--- src/rtl/hrkd_pkg.sv ---
// Shared constants for the HID report key-change detector.
// No dependencies; used by every module in rtl/.
`default_nettype none
package hrkd_pkg;

  // Widths of a keycode and of the modifier byte
  localparam int unsigned KEY_W = 8;
  localparam int unsigned MOD_W = 8;

  // Number of keycode slot ports on the request channel
  localparam int unsigned IN_SLOTS = 6;

  // Keycode that marks an empty slot
  localparam logic [KEY_W-1:0] KEY_NONE = '0;

  typedef logic [KEY_W-1:0] key_t;
  typedef logic [MOD_W-1:0] mod_t;

endpackage
`default_nettype wire

--- src/rtl/hrkd_lane.sv ---
// One compare lane: flags a keycode that is nonzero and absent from a key list.
// Depends on hrkd_pkg.
`default_nettype none
module hrkd_lane #(
  parameter int unsigned N = 6
) (
  input  wire hrkd_pkg::key_t         code,
  input  wire hrkd_pkg::key_t [N-1:0] keys,
  output logic                        changed
);

  logic [N-1:0] match;

  // Compare against every slot of the other report in parallel
  always_comb begin
    for (int i = 0; i < N; i++) begin
      match[i] = (keys[i] == code);
    end
  end

  assign changed = (code != hrkd_pkg::KEY_NONE) && !(|match);

endmodule
`default_nettype wire

--- src/rtl/hrkd_emit.sv ---
// Merge stage: holds the event mask of one report and issues one event per
// cycle, while the output is not stalled, into a registered output. Depends on hrkd_pkg.
`default_nettype none
module hrkd_emit #(
  parameter int unsigned N = 6
) (
  input  wire logic                         clk,
  input  wire logic                         rst_n,
  // job load from the compare lanes
  input  wire logic                         ld_valid,
  input  wire logic [2*N-1:0]               ld_mask,
  input  wire hrkd_pkg::key_t [2*N-1:0]     ld_codes,
  input  wire hrkd_pkg::mod_t               ld_mods,
  output logic                              ld_ready,
  // event channel
  output logic                              out_valid,
  input  wire logic                         out_ready,
  output logic                              out_is_press,
  output hrkd_pkg::key_t                    out_event_key,
  output hrkd_pkg::mod_t                    out_event_modifiers,
  output logic                              out_last_event
);

  localparam int unsigned NE = 2 * N;
  // upper half of the mask holds press events
  localparam logic [NE-1:0] PRESS_MASK = {{N{1'b1}}, {N{1'b0}}};

  logic [NE-1:0]            mask_r, mask_nxt;
  hrkd_pkg::key_t [NE-1:0]  codes_r;
  hrkd_pkg::mod_t           mods_r;
  logic                     out_valid_r, out_valid_nxt;
  logic                     press_r;
  hrkd_pkg::key_t           key_r;
  hrkd_pkg::mod_t           omods_r;
  logic                     last_r;

  logic [NE-1:0]            first_hot;
  logic [NE-1:0]            rest;
  logic                     pop;
  hrkd_pkg::key_t           sel_key;

  // Pick the lowest pending event
  assign first_hot = mask_r & (~mask_r + {{(NE-1){1'b0}}, 1'b1});
  assign rest      = mask_r & ~first_hot;
  assign pop       = (|mask_r) && (!out_valid_r || out_ready);

  always_comb begin
    sel_key = '0;
    for (int i = 0; i < NE; i++) begin
      sel_key = sel_key | (codes_r[i] & {hrkd_pkg::KEY_W{first_hot[i]}});
    end
  end

  // Take a new job once the current one drains this cycle
  assign ld_ready = (mask_r == '0) || (pop && (rest == '0));

  always_comb begin
    mask_nxt = mask_r;
    if (ld_valid && ld_ready) begin
      mask_nxt = ld_mask;
    end else if (pop) begin
      mask_nxt = rest;
    end
  end

  always_comb begin
    out_valid_nxt = out_valid_r;
    if (pop) begin
      out_valid_nxt = 1'b1;
    end else if (out_ready) begin
      out_valid_nxt = 1'b0;
    end
  end

  // Control state
  always_ff @(posedge clk) begin
    if (!rst_n) begin
      mask_r      <= '0;
      out_valid_r <= 1'b0;
    end else begin
      mask_r      <= mask_nxt;
      out_valid_r <= out_valid_nxt;
    end
  end

  // Job payload and output register
  always_ff @(posedge clk) begin
    if (ld_valid && ld_ready) begin
      codes_r <= ld_codes;
      mods_r  <= ld_mods;
    end
    if (pop) begin
      press_r <= |(first_hot & PRESS_MASK);
      key_r   <= sel_key;
      omods_r <= mods_r;
      last_r  <= (rest == '0);
    end
  end

  assign out_valid           = out_valid_r;
  assign out_is_press        = press_r;
  assign out_event_key       = key_r;
  assign out_event_modifiers = omods_r;
  assign out_last_event      = last_r;

endmodule
`default_nettype wire

--- src/rtl/hid_report_key_diff.sv ---
// Top level of the HID boot-keyboard report key-change detector.
// Depends on hrkd_pkg, hrkd_lane and hrkd_emit.
//
//  channel | handshake            | payload
//  --------+----------------------+--------------------------------------------
//  in      | in_valid / in_ready  | in_modifier_bits, in_slot_key_0..5
//  out     | out_valid/ out_ready | out_is_press, out_event_key,
//          |                      | out_event_modifiers, out_last_event
//
// A request is compared combinationally by 2*KEY_SLOTS lanes; the merge stage
// then issues one event per cycle while the output is not stalled. The next
// request is taken in the cycle the last event of the previous one leaves the
// job mask. The first event passes through the job mask and then the output
// register. Synchronous reset clears the kept keys and all valid state. A
// stalled output holds its event and the job.
`default_nettype none
module hid_report_key_diff #(
  parameter int unsigned KEY_SLOTS = 6
) (
  input  wire logic            clk,
  input  wire logic            rst_n,
  input  wire logic            in_valid,
  output logic                 in_ready,
  input  wire logic [7:0]      in_modifier_bits,
  input  wire logic [7:0]      in_slot_key_0,
  input  wire logic [7:0]      in_slot_key_1,
  input  wire logic [7:0]      in_slot_key_2,
  input  wire logic [7:0]      in_slot_key_3,
  input  wire logic [7:0]      in_slot_key_4,
  input  wire logic [7:0]      in_slot_key_5,
  output logic                 out_valid,
  input  wire logic            out_ready,
  output logic                 out_is_press,
  output logic [7:0]           out_event_key,
  output logic [7:0]           out_event_modifiers,
  output logic                 out_last_event
);

  hrkd_pkg::key_t [hrkd_pkg::IN_SLOTS-1:0] in_keys;
  hrkd_pkg::key_t [KEY_SLOTS-1:0]          fresh;
  hrkd_pkg::key_t [KEY_SLOTS-1:0]          prev_r;
  logic [2*KEY_SLOTS-1:0]                  ev_mask;
  hrkd_pkg::key_t [2*KEY_SLOTS-1:0]        ev_codes;
  logic                                    accept;

  assign in_keys = {in_slot_key_5, in_slot_key_4, in_slot_key_3,
                    in_slot_key_2, in_slot_key_1, in_slot_key_0};

  // Slots beyond the input ports read as empty
  for (genvar i = 0; i < KEY_SLOTS; i++) begin : g_fresh
    if (i < hrkd_pkg::IN_SLOTS) begin : g_port
      assign fresh[i] = in_keys[i];
    end else begin : g_empty
      assign fresh[i] = hrkd_pkg::KEY_NONE;
    end
  end

  // Release lanes check old keys, press lanes check new keys
  for (genvar i = 0; i < KEY_SLOTS; i++) begin : g_lane
    hrkd_lane #(.N(KEY_SLOTS)) u_rel (
      .code    (prev_r[i]),
      .keys    (fresh),
      .changed (ev_mask[i])
    );
    hrkd_lane #(.N(KEY_SLOTS)) u_prs (
      .code    (fresh[i]),
      .keys    (prev_r),
      .changed (ev_mask[KEY_SLOTS+i])
    );
  end

  assign ev_codes = {fresh, prev_r};
  assign accept   = in_valid && in_ready;

  // Keep the accepted report's keys for the next compare
  always_ff @(posedge clk) begin
    if (!rst_n) begin
      prev_r <= '0;
    end else if (accept) begin
      prev_r <= fresh;
    end
  end

  hrkd_emit #(.N(KEY_SLOTS)) u_emit (
    .clk                 (clk),
    .rst_n               (rst_n),
    .ld_valid            (in_valid),
    .ld_mask             (ev_mask),
    .ld_codes            (ev_codes),
    .ld_mods             (in_modifier_bits),
    .ld_ready            (in_ready),
    .out_valid           (out_valid),
    .out_ready           (out_ready),
    .out_is_press        (out_is_press),
    .out_event_key       (out_event_key),
    .out_event_modifiers (out_event_modifiers),
    .out_last_event      (out_last_event)
  );

endmodule
`default_nettype wire

--- config.mk ---
export PLATFORM = sky130hd
export DESIGN_NAME = hid_report_key_diff
export DESIGN_NICKNAME = d
export VERILOG_FILES = /design/src/rtl/hrkd_pkg.sv /design/src/rtl/hrkd_lane.sv /design/src/rtl/hrkd_emit.sv /design/src/rtl/hid_report_key_diff.sv
export SDC_FILE = /design/constraint.sdc
export NUM_CORES = 1
export LEC_CHECK = 0
export ABC_AREA = 1
export BUFFER_PORTS_ARGS = -buffer_cell sky130_fd_sc_hd__clkbuf_2
export CAP_MARGIN = 20
export CORE_UTILIZATION = 26
export DETAILED_ROUTE_END_ITERATION = 7
export HOLD_SLACK_MARGIN = 0.05
export PLACE_DENSITY_LB_ADDON = 0.25
export SYNTH_ARGS = -nofsm -noshare
export SYNTH_HDL_FRONTEND = slang
export SYNTH_SLANG_ARGS = --single-unit
--- constraint.sdc ---
create_clock -name clk -period 6.5 [get_ports clk]
set_clock_uncertainty 0.15 [all_clocks]
set_input_delay 1.95 -clock clk [delete_from_list [all_inputs] [get_ports clk]]
set_output_delay 1.95 -clock clk [all_outputs]
set_load 0.005 [all_outputs]
==> results of run 1 <==
## power groups by stage
stage / clock network (mW) / logic (mW) / registers, mW
final: 1.01 / 2.30 / 2.34
after global routing: 1.08 / 2.56 / 2.39
after CTS: 1.05 / 2.29 / 2.33
after detailed placement: 0 / 2.30 / 2.35
after global placement: 0 / 2.26 / 2.34
after floorplan: 0 / 1.83 / 2.10
## kinds of logic after synthesis
group / count (synthesis)
compound gates: 106
simple gates: 1162
flops: 183
xor+xnor: 50
buf+inv: 253
## through the flow
stage               setup slack, ns  util, %  instances
floorplan                      1.25        -       1754
global placement               1.56     28.0       2307
detailed placement             1.56     28.0       2307
CTS                            1.56     29.3       2339
global route                   1.55     29.3       2339
finish                         1.58     29.3       2339
## final cells by class
class	instances	area, sq um	share of cell area (%)
tap	592	741	5.68
timing repair buffer	90	493	3.78
clock inverter	14	140	1.07
inverter	124	468	3.59
clock buffer	18	429	3.29
sequential	183	4880	37.4
multi-input combinational	1318	5890	45.2
## critical path, cell delays in order
cell and delay, ns:
clkbuf_2 0.08, nor2_1 0.42, a21oi_4 0.05, nand3_1 0.14, nand2_4 0.06, clkbuf_2 0.11
## metal layers
metal | up-vias | share of wire, %
met5 | - | 0
met4 | 0 | 3.1
met3 | 80 | 7.8
met2 | 516 | 44
met1 | 5645 | 45
li1 | 5647 | -
## layout by cell type, fill, tap and decap left out, types with 2 or more instances in the layout
master      synthesis  routed
nand2_1           738     738
nor2_1            174     171
nand4_1           129     129
edfxtp_1          122     122
inv_1             121     120
nand3_1            89      89
clkbuf_2            0      78
a21oi_1            76      75
dfxtp_1            61      61
xnor2_1            40      40
o21ai_0            17      17
clkbuf_16           0      17
nor4_1             14      14
nor3_1             12      12
buf_4               2      11
xor2_1             10      10
a22o_1              4       4
nor2_2              1       4
clkinv_4            0       4
inv_6               0       4
a211oi_1            3       3
a221oi_1            2       2
nand2_2             3       2
clkinv_1            2       2
clkinv_8            0       2
clkinvlp_4          0       2
inv_8               0       2
## path summary, 6_finish.rpt
path                                        end
setup / recovery                       in_ready
hold / removal    u_emit.out_event_modifiers[3]
setup reg to reg             u_emit.codes_r[31]
hold reg to reg   u_emit.out_event_modifiers[3]
## registers in the layout, summed over array words and instances (netlist names)
signal,cells
ev_codes,48
u_emit.codes_r,96
u_emit.mask_r,12
u_emit.mods_r,8
u_emit.out_event_key,8
u_emit.out_event_modifiers,8
u_emit.out_is_press,1
u_emit.out_last_event,1
u_emit.out_valid,1
==> key figures, run 1 <==
Run status
  – Run status: complete, no violations

Floorplanning
  – Row cnt: between 70 and 80
  – CORE AREA: around 45000 sq um
  – Initial Util: a little over a quarter
  – Die H: 215 um
  – Die X: 215 um
  – DIE AREA: between 40000 and 50000 sq um
  – Num ports: 80

Power
  – Switching share of power: 44.9%
  – Peak supply drop: 0.000441 V
  – Lkg Pwr: 5.61 nW
  – P_sw: roughly 2.5 mW
  – Comb pwr share: between 40 and 50%
  – Power Internal: 3.11 mW
  – Reg power frac: 41.4%
  – Clk network pwr share: ~18%
  – PwrDens: between 400 and 500 nW/um^2
  – Total Power: between 5 and 6 mW

Synthesis
  – Top-count cell post-synth: nand2_1
  – Synth area leaders: edfxtp_1 31%, nand2_1 23%, dfxtp_1 10%, nand4_1 6.8%, nor2_1 5.5%
  – Synth area leader: edfxtp_1
  – Top cells by count, synth: 738 x nand2_1, 174 x nor2_1, 129 x nand4_1
  – Sequential area share after synthesis: 41.4%
  – Number of warnings issued by yosys: 0
  – Syn Std Cell Area: roughly 12000 sq um
  – Synthesized Nets: 1814
  – Synthesized area per cell: slightly below 7 sq um
  – Yosys cell types: 31
  – Top-area cell type share of the netlist area: 31.1%
  – Dominant synthesized flop cell: edfxtp_1
  – EDFF count, synth: roughly 120
  – Synth async-reset ratio: 0%
  – Adder-Cell Fraction of Synth Area: 0%
  – XOR/XNOR Fraction of Synth Area: between 3 and 4%
  – Synth Area in Compound Gates: 4.81%
  – Multiplexer area fraction after synthesis: 0%
  – Syn Inst Count: roughly 1800
  – Yosys reg bits: 183
  – Main combinational cell family by area after synthesis: simple AND/OR/NAND/NOR gates
  – Simple-Gate Fraction of Synth Area: 41.3%

Global routing
  – First-pass GRT wire length: roughly 72000 um
  – Met3 GRT Util: around 4.0%
  – M1 GR Usage: between 30% and 40%
  – Layer with the highest usage: met2
  – GR Layer Usage met2: a little under a third
  – All-Layer GR Usage: around a fifth
  – Pin count of the biggest net entering global routing: 67
  – Vias in the first global route: approximately 11000
  – Initial antenna violation count: 0
  – Grt ovf: 0

CTS
  – Post-CTS sizing: 0
  – Worst-Skew Late Latency: between 0.4 and 0.5 ns
  – Clock Tree Buf Depth: 2
  – Clk slew on worst S/H paths: 0.07 ns
  – # hold bufs at CTS: 0
  – CTS tree: built
  – CTS Buf Count: 17
  – Post-CTS Setup Inserts: 0
  – CTS root buf: clkbuf_16
  – CTS sink cnt: 183
  – H-tree depth: 4

Place
  – Final GP Congestion: 1.00
  – Placed cell areas: between 10000 and 15000 sq um
  – Number of I/O port buffers: 79
  – Hpwl dp: 36100 um

STA
  – Max Freq: 203 MHz
  – TNS Setup: 0 ns
  – Setup violators final: 0
  – Worst Hold Margin: 0.273 ns
  – Slew headroom: 32.6%
  – RSZ-0062 raised after global routing: no
  – Slew @ Worst Pin: approximately 1 ns
  – Slew Viols, Final: 0
  – Period utilisation layout: between 70% and 80%
  – Final Critical Period: 4.92 ns
  – Fin. Hold Viols: 0

Worst setup path
  – CP Launch Type: input port
  – FF-to-FF path depth: 13
  – Crit-path max FO: 2
  – Start of the worst register-to-register path: u_emit.mask_r[0]
  – CP arrival: about 2.8 ns
  – Critical path launch point: out_ready
  – R2r setup slk: 2.68 ns
  – Critical Path RT: roughly 4.4 ns
  – Critical Setup Path Class: in -> out
  – CP endpoint kind: output pin

Layout
  – Post-route cell area: approximately 13000 sq um
  – Fraction of layout cells with a size suffix above 1: 7.56%
  – Layout Nets: around 1800
  – FILL cells: a little under 5000
  – Antenna diodes: 0
  – Area growth from synthesis to layout: 10.7%

Hold path
  – HP Start: u_emit.mods_r[3]
  – Worst Hold Path Cells: 0
  – Worst min-delay path class: reg -> reg

Detailed routing
  – Post-route DRC violation count: 0
  – Initial DRC count: about 1300
  – Final Routed Wirelength: about 50000 um
  – Wire length per cell: 21.1 um
  – First drt pass iteration count: 5
  – Post-route ant nets: 0
  – Vias post-DR: between 10000 and 15000
  – Vias per cell: 5.08

Flow run
  – Max Cap Viol: 0
Note: power is estimated with default switching activity, not from simulation.
==> run 2, diff against run 1 <==
==> constraint.sdc (replaced) <==
create_clock -name clk -period 4.1 [get_ports clk]
set_clock_uncertainty 0.15 [all_clocks]
set_input_delay 1.23 -clock clk [delete_from_list [all_inputs] [get_ports clk]]
set_output_delay 1.23 -clock clk [all_outputs]
set_load 0.005 [all_outputs]
==> key figures, run 2 (same netlist as run 1, synthesis figures left out) <==
Floorplanning
  – Die X: 215 um (unchanged)
  – Die H: 215 um (unchanged)
  – Num ports: 80 (unchanged)
  – Initial Util: 26.5% (unchanged)
  – CORE AREA: 44500 sq um (unchanged)
  – DIE AREA: 46200 sq um (unchanged)
  – Row cnt: 77 (unchanged)

STA
  – TNS Setup: 0 ns (unchanged)
  – Period utilisation layout: 85.6%
  – RSZ-0062 raised after global routing: no
  – Slew headroom: 33.5% (+0.99 points)
  – Fin. Hold Viols: 0 (unchanged)
  – Slew Viols, Final: 0 (unchanged)
  – Max Freq: 285 MHz
  – Slew @ Worst Pin: 0.996 ns (-0.0148 ns)
  – Setup violators final: 0 (unchanged)
  – Final Critical Period: about 3.5 ns

Worst setup path
  – Crit-path max FO: 15 (+13)
  – Crit path buf inv count: 1 (-1)
  – Critical Setup Path Class: reg -> out
  – Worst path slowest cell: dfxtp_1
  – Max stage delay on crit path: 0.34 ns (-0.08 ns)
  – Critical Path RT: 2.72 ns (-1.68 ns)
  – R2r setup slk: 1.29 ns (-1.39 ns)
  – Crit-path most repeated cell: nor2_1
  – CP endpoint kind: output pin
  – Start of the worst register-to-register path: u_emit.mask_r[5]
  – CP top delay family: simple AND/OR/NAND/NOR gates
  – CP arrival: 2.13 ns (-0.69 ns)
  – CP Launch Type: register
  – Reg2reg end: u_emit.codes_r[19]
  – FF-to-FF path depth: 10 (-3)
  – CP cell instances: nor2_1, nand2_1, nor2_1, a21oi_1, nor2_1, nand3_1, nand2_4, clkbuf_2

Detailed routing
  – Final Routed Wirelength: 50200 um (+1.8%)
  – First drt pass iteration count: 5 (unchanged)
  – Post-route ant nets: 0 (unchanged)
  – Post-route DRC violation count: 0 (unchanged)
  – Wire length per cell: 21.4 um (+1.7%)
  – Vias per cell: 5.05 (-0.73%)
  – Initial DRC count: 1370 (+1.6%)
  – Vias post-DR: 11800 (-0.61%)

Layout
  – Commonest non-fill, non-tap cells in the layout: 738 x nand2_1, 171 x nor2_1, 129 x nand4_1
  – Top reg by flops: u_emit.codes_r
  – Area of the multi-input gates: 5890 sq um (unchanged)
  – Fraction of layout cells with a size suffix above 1: 7.71% (+0.16 points)
  – Final std cells w/o fill: 2342 (+0.13%)
  – Layout Nets: 1797 (+0.17%)
  – Max FFs per register: 96 (unchanged)
  – FF+latch area: 4880 sq um (unchanged)
  – Commonest non-fill, non-tap cell in the layout: nand2_1
  – Antenna diodes: 0 (unchanged)
  – Area growth from synthesis to layout: 10.7% (unchanged)
  – FILL cells: 4952 (+0.39%)
  – Post-route cell area: 13100 sq um (unchanged)

Place
  – Number of I/O port buffers: 79 (unchanged)
  – Final GP Congestion: 0.985 (-1.5%)
  – Placed cell areas: 12500 sq um (+0.19%)
  – Hpwl dp: 36400 um (+0.67%)
  – Placed Cells incl. Taps: 2310 (+0.13%)

CTS
  – Post-CTS sizing: 0 (unchanged)
  – # hold bufs at CTS: 0 (unchanged)
  – CTS Buf Count: 17 (unchanged)
  – Post-CTS Setup Inserts: 0 (unchanged)
  – Worst-Skew Late Latency: 0.47 ns (about the same)
  – Clk slew on worst S/H paths: 0.07 ns (about the same)
  – CTS sink cnt: 183 (unchanged)
  – H-tree depth: 4 (unchanged)
  – Clock Tree Buf Depth: 2 (unchanged)
  – CTS tree: built
  – CTS root buf: clkbuf_16

Hold path
  – Hold endpoint: u_emit.out_event_modifiers[5]
  – Worst min-delay path class: reg -> reg
  – Worst Hold Path Cells: 0 (unchanged)
  – HP Start: u_emit.mods_r[5]

Global routing
  – GR Layer Usage met2: 33.1% (+1.2 points)
  – All-Layer GR Usage: 21.6% (+0.30 points)
  – Met3 GRT Util: 3.88% (-0.13 points)
  – Initial antenna violation count: 0 (unchanged)
  – Grt ovf: 0 (unchanged)
  – M1 GR Usage: 30.7% (+0.45 points)
  – Layer with the highest usage: met2
  – First-pass GRT wire length: 73100 um (+1.0%)
  – Vias in the first global route: 10800 (-1.6%)
  – Pin count of the biggest net entering global routing: 105 (+57%)

Power
  – Peak supply drop: 0.000848 V (+92%)
  – Clk network pwr share: 17.4% (-0.6 points)
  – PwrDens: 685 nW/um^2 (+58%)
  – Reg power frac: 41.5% (about the same)
  – P_sw: 4.02 mW (+58%)
  – Total Power: 8.94 mW (+58%)
  – Power Internal: 4.92 mW (+58%)
  – Comb pwr share: 41.1% (+0.5 points)
  – Switching share of power: 45.0% (about the same)
  – Lkg Pwr: 5.61 nW (about the same)

Flow run
  – Max Cap Viol: 0 (unchanged)

Run status
  – Run status: complete, no violations
run 2: cell types whose count changed in the layout (fill, tap and decap cells not counted), sizes merged:
cell / previous run / this run
buf: 12 / 15
clkinv: 8 / 7
clkinvlp: 2 / 3
run 2: worst max-delay path by stage:
stage	to	slack (ns)	startpoint	depth (start not counted)
3_3_place_gp	in_ready	0.69	out_ready	6
4_1_cts	in_ready	0.57	u_emit.mask_r[4]	8
5_1_grt	in_ready	0.41	u_emit.mask_r[5]	10
6_report	in_ready	0.59	u_emit.mask_r[5]	8
3_5_place_dp	in_ready	0.69	out_ready	6
2_1_floorplan	u_emit.codes_r[0]	0.15	out_ready	7
run 2: power by group through the flow:
stage	clock, mW	sequential [mW]	combinational, mW
global route	1.67	3.79	4.07
floorplan	0	3.30	2.91
CTS	1.61	3.69	3.66
detailed placement	0	3.73	3.65
global placement	0	3.71	3.62
finish	1.56	3.71	3.67
run 2: metrics by stage:
stage	hold slack [ns]	utilization, %	setup WS (ns)
finish	0.273	29.3	0.591
global route	0.279	29.3	0.413
CTS	0.274	29.3	0.573
detailed placement	0.256	28.1	0.685
global placement	0.251	28.1	0.689
floorplan	0.250	-	0.154
run 2: layout make-up:
| class | count | area share (%) |
|---|---|---|
| Timing Repair Buffer | 93 | 3.95 |
| Multi-Input combinational cell | 1318 | 45.2 |
| Inverter | 124 | 3.60 |
| Clock inverter | 14 | 0.892 |
| Clock buffer | 18 | 3.29 |
| Tap cell | 592 | 5.68 |
| Sequential cell | 183 | 37.4 |
run 2: metal layers:
metal | part of all wire (%) | vias to the layer above
met4 | 2.5 | 0
met1 | 46 | 5633
met2 | 44 | 467
met3 | 7.1 | 73
met5 | 0 | -
li1 | - | 5643
run 2: worst register-to-register path: cells and delay by family, from the launching register on:
kind	cells	cell delay, ns
AOI/OAI and AO/OA	1	0.14
buffers and inverters	2	0.54
and+or+nand+nor	7	1.18
DFF	1	0.34
==> run 3, diff against run 2 <==
--- a/config.mk
+++ b/config.mk
@@ -14,4 +14,5 @@
 export PLACE_DENSITY_LB_ADDON = 0.25
 export SYNTH_ARGS = -nofsm -noshare
 export SYNTH_HDL_FRONTEND = slang
+export SYNTH_HIERARCHICAL = 1
 export SYNTH_SLANG_ARGS = --single-unit
==> key figures, run 3 <==
Detailed routing
  – Routed wl met2: 29800 um (+34%)
  – Wire length per cell: 17.7 um (-18%)
  – First drt pass iteration count: 6 (+1)
  – Top Layer Used: met5
  – Post-route ant nets: 0 (unchanged)
  – Metal3 WL: 4760 um (+33%)
  – Initial DRC count: 1537 (+12%)
  – Metal1 wirelength: 32600 um (+41%)
  – Post-route DRC violation count: 0 (unchanged)
  – Vias per cell: 4.38 (-13%)
  – Final Routed Wirelength: 68500 um (+37%)
  – Vias post-DR: 17000 (+44%)

Worst setup path
  – CP endpoint kind: output pin
  – Crit-path max FO: 16 (+1)
  – R2r setup slk: 0.93 ns (-0.36 ns)
  – Reg2reg end: ev_codes[2]
  – CP arrival: 2.36 ns (+0.23 ns)
  – Critical Path RT: 2.72 ns (about the same)
  – CP Launch Type: register
  – FF-to-FF path depth: 12 (+2)
  – Critical Setup Path Class: reg -> out
  – Start of the worst register-to-register path: u_emit/mask_r[0]

Place
  – Number of I/O port buffers: 79 (unchanged)
  – Final GP Congestion: 0.852 (-13%)
  – Placed Cells incl. Taps: 3845 (+66%)
  – Placed cell areas: 18800 sq um (+50%)
  – Hpwl dp: 46800 um (+29%)

Floorplanning
  – CORE AREA: 68700 sq um (+54%)
  – Num ports: 80 (unchanged)
  – Initial Util: 26.3% (-0.14 points)
  – Die X: 266 um (+24%)
  – Row cnt: 96 (+25%)
  – Die H: 266 um (+24%)
  – DIE AREA: 70700 sq um (+53%)

Layout
  – Commonest non-fill, non-tap cell in the layout: nand2_1
  – Top reg by flops: u_emit/codes_r
  – Final core occ: 28.3% (-1.0 points)
  – Fraction of layout cells with a size suffix above 1: 10.1% (+2.4 points)
  – Final std cells w/o fill: 3880 (+66%)
  – Layout Nets: 2994 (+67%)
  – Area growth from synthesis to layout: 7.47%
  – FILL cells: 7826 (+58%)
  – Post-route cell area: 19500 sq um (+49%)
  – Max FFs per register: 96 (unchanged)
  – FF+latch area: 4880 sq um (unchanged)
  – Area of the multi-input gates: 10200 sq um (+72%)
  – Commonest non-fill, non-tap cells in the layout: 1266 x nand2_1, 412 x nor2_1, 350 x inv_1

Power
  – Peak supply drop: 0.000448 V (-47%)
  – Lkg Pwr: 9.19 nW (+64%)
  – PwrDens: 745 nW/um^2 (+8.7%)
  – Total Power: 14.5 mW (+62%)

Global routing
  – Grt ovf: 0 (unchanged)
  – First-pass GRT wire length: 102000 um (+39%)
  – Initial antenna violation count: 11 (+11)
  – Pin count of the biggest net entering global routing: 76 (-28%)
  – Vias in the first global route: 15300 (+42%)
  – All-Layer GR Usage: 19.4% (-2.2 points)

Hold path
  – Hold endpoint: u_emit/out_event_modifiers[7]
  – Worst Hold Path Cells: 0 (unchanged)
  – Worst min-delay path class: reg -> reg
  – HP Start: u_emit/mods_r[7]

CTS
  – Clock Tree Buf Depth: 2 (unchanged)
  – # hold bufs at CTS: 0 (unchanged)
  – Post-CTS Setup Inserts: 0 (unchanged)
  – CTS tree: built
  – CTS Buf Count: 17 (unchanged)
  – CTS root buf: clkbuf_16
  – H-tree depth: 4 (unchanged)
  – Post-CTS sizing: 0 (unchanged)
  – CTS sink cnt: 183 (unchanged)
  – Clk slew on worst S/H paths: 0.07 ns (about the same)
  – Worst-Skew Late Latency: 0.45 ns (-0.02 ns)

STA
  – TNS Setup: 0 ns (unchanged)
  – RSZ-0062 raised after global routing: no
  – Slew @ Worst Pin: 1.15 ns (+0.158 ns)
  – Fin. Hold Viols: 0 (unchanged)
  – Slew headroom: 23.0% (-11 points)
  – Setup violators final: 0 (unchanged)
  – Slew Viols, Final: 0 (unchanged)
  – Max Freq: 267 MHz (-6.2%)
  – Final Critical Period: 3.74 ns (+0.232 ns)
  – Period utilisation layout: 91.2% (+5.7 points)

Synthesis
  – Top-area cell type share of the netlist area: 26.3% (-4.8 points)
  – Dominant synthesized flop cell: edfxtp_1
  – Synthesized area per cell: 6.22 sq um (-7.5%)
  – EDFF count, synth: 122 (unchanged)
  – Synthesized Nets: 2970 (+64%)
  – Sequential area share after synthesis: 27.0% (-14 points)
  – Synth area leaders: nand2_1 26%, edfxtp_1 20%, xnor2_1 14%, nor2_1 8.5%, inv_1 7.3%
  – Synth async-reset ratio: 0% (unchanged)
  – Top cells by count, synth: 1266 x nand2_1, 412 x nor2_1, 350 x inv_1
  – Synth area leader: nand2_1
  – Syn Inst Count: 2910 (+66%)
  – Top-count cell post-synth: nand2_1
  – Yosys reg bits: 183 (unchanged)
  – Syn Std Cell Area: 18100 sq um (+54%)
  – Yosys cell types: 37 (+19%)
  – Number of warnings issued by yosys: 6 (+6)

Flow run
  – Max Cap Viol: 0 (unchanged)

Run status
  – Run status: complete, no violations
==> run 3: changes by cell type after synthesis, moves of 53 or more <==
| cell | change |
|---|---|
| nand4_1 | -98 |
| buf_6 | +90 |
| inv_1 | +229 |
| xnor2_1 | +248 |
| nor2_1 | +238 |
| clkbuf_1 | -98 |
| inv_2 | +53 |
| nand2_1 | +528 |
| a21oi_1 | -68 |
==> run 3: routing by layer <==
| metal | up-vias | GRT usage (%) |
|---|---|---|
| met2 | 571 | 29.7 |
| met3 | 64 | 3.41 |
| li1 | 8627 | - |
| met4 | 18 | 4.77 |
| met5 | - | 0 |
| met1 | 7695 | 28.0 |
==> run 3: cells by family (layout without fill, tap and decap cells) <==
kind of cell	Yosys count	count (layout)	synth area share [%]
other cells	0	2	0
compound gates	42	42	1.68
xor+xnor	300	300	15.0
flops	183	183	27.0
buf+inv	576	613	16.9
simple gates	1809	1809	39.4
==> run 3: report_power, final <==
| part | leakage (nW) | internal [mW] | switching (mW) | total (mW) |
|---|---|---|---|---|
| combinational | 7.23 | 2.96 | 5.18 | 8.14 |
| clock | 0.287 | 0.933 | 0.810 | 1.74 |
| sequential | 1.67 | 3.14 | 1.46 | 4.60 |
==> run 3: stage by stage <==
| stage | worst slack (ns) | hold slack (ns) |
|---|---|---|
| floorplan | 0.244 | 0.250 |
| CTS | 0.312 | 0.275 |
| global route | 0.127 | 0.274 |
| global placement | 0.748 | 0.251 |
| finish | 0.359 | 0.273 |
| detailed placement | 0.739 | 0.256 |
==> run 3: critical path, stage by stage (launching register included) <==
cell and delay, ns:
dfxtp_1 0.52, nor2_8 0.36, nand2_4 0.14, nor2_8 0.20, nand2_4 0.08, inv_2 0.07, nand2_2 0.22, nand2_2 0.18
clkbuf_2 0.13
==> run 3: cell type report <==
| class | instances | area share (%) |
|---|---|---|
| Clock inverter | 14 | 0.855 |
| Inverter | 454 | 9.38 |
| Timing Repair Buffer | 127 | 4.12 |
| Tap cell | 931 | 5.99 |
| Multi-Input combinational cell | 2151 | 52.3 |
| Clock buffer | 18 | 2.26 |
| Antenna cell | 2 | 0.0257 |
| Sequential cell | 183 | 25.1 |
==> run 3: worst max-delay path by stage <==
stage,startpoint,to,cells after the start
after floorplan,out_ready,u_emit/codes_r[0],4
after global placement,out_ready,in_ready,6
after detailed placement,in_slot_key_4[3],u_emit/mask_r[0],13
after CTS,u_emit/mask_r[0],in_ready,8
after global routing,u_emit/mask_r[0],in_ready,8
final,u_emit/mask_r[0],in_ready,8
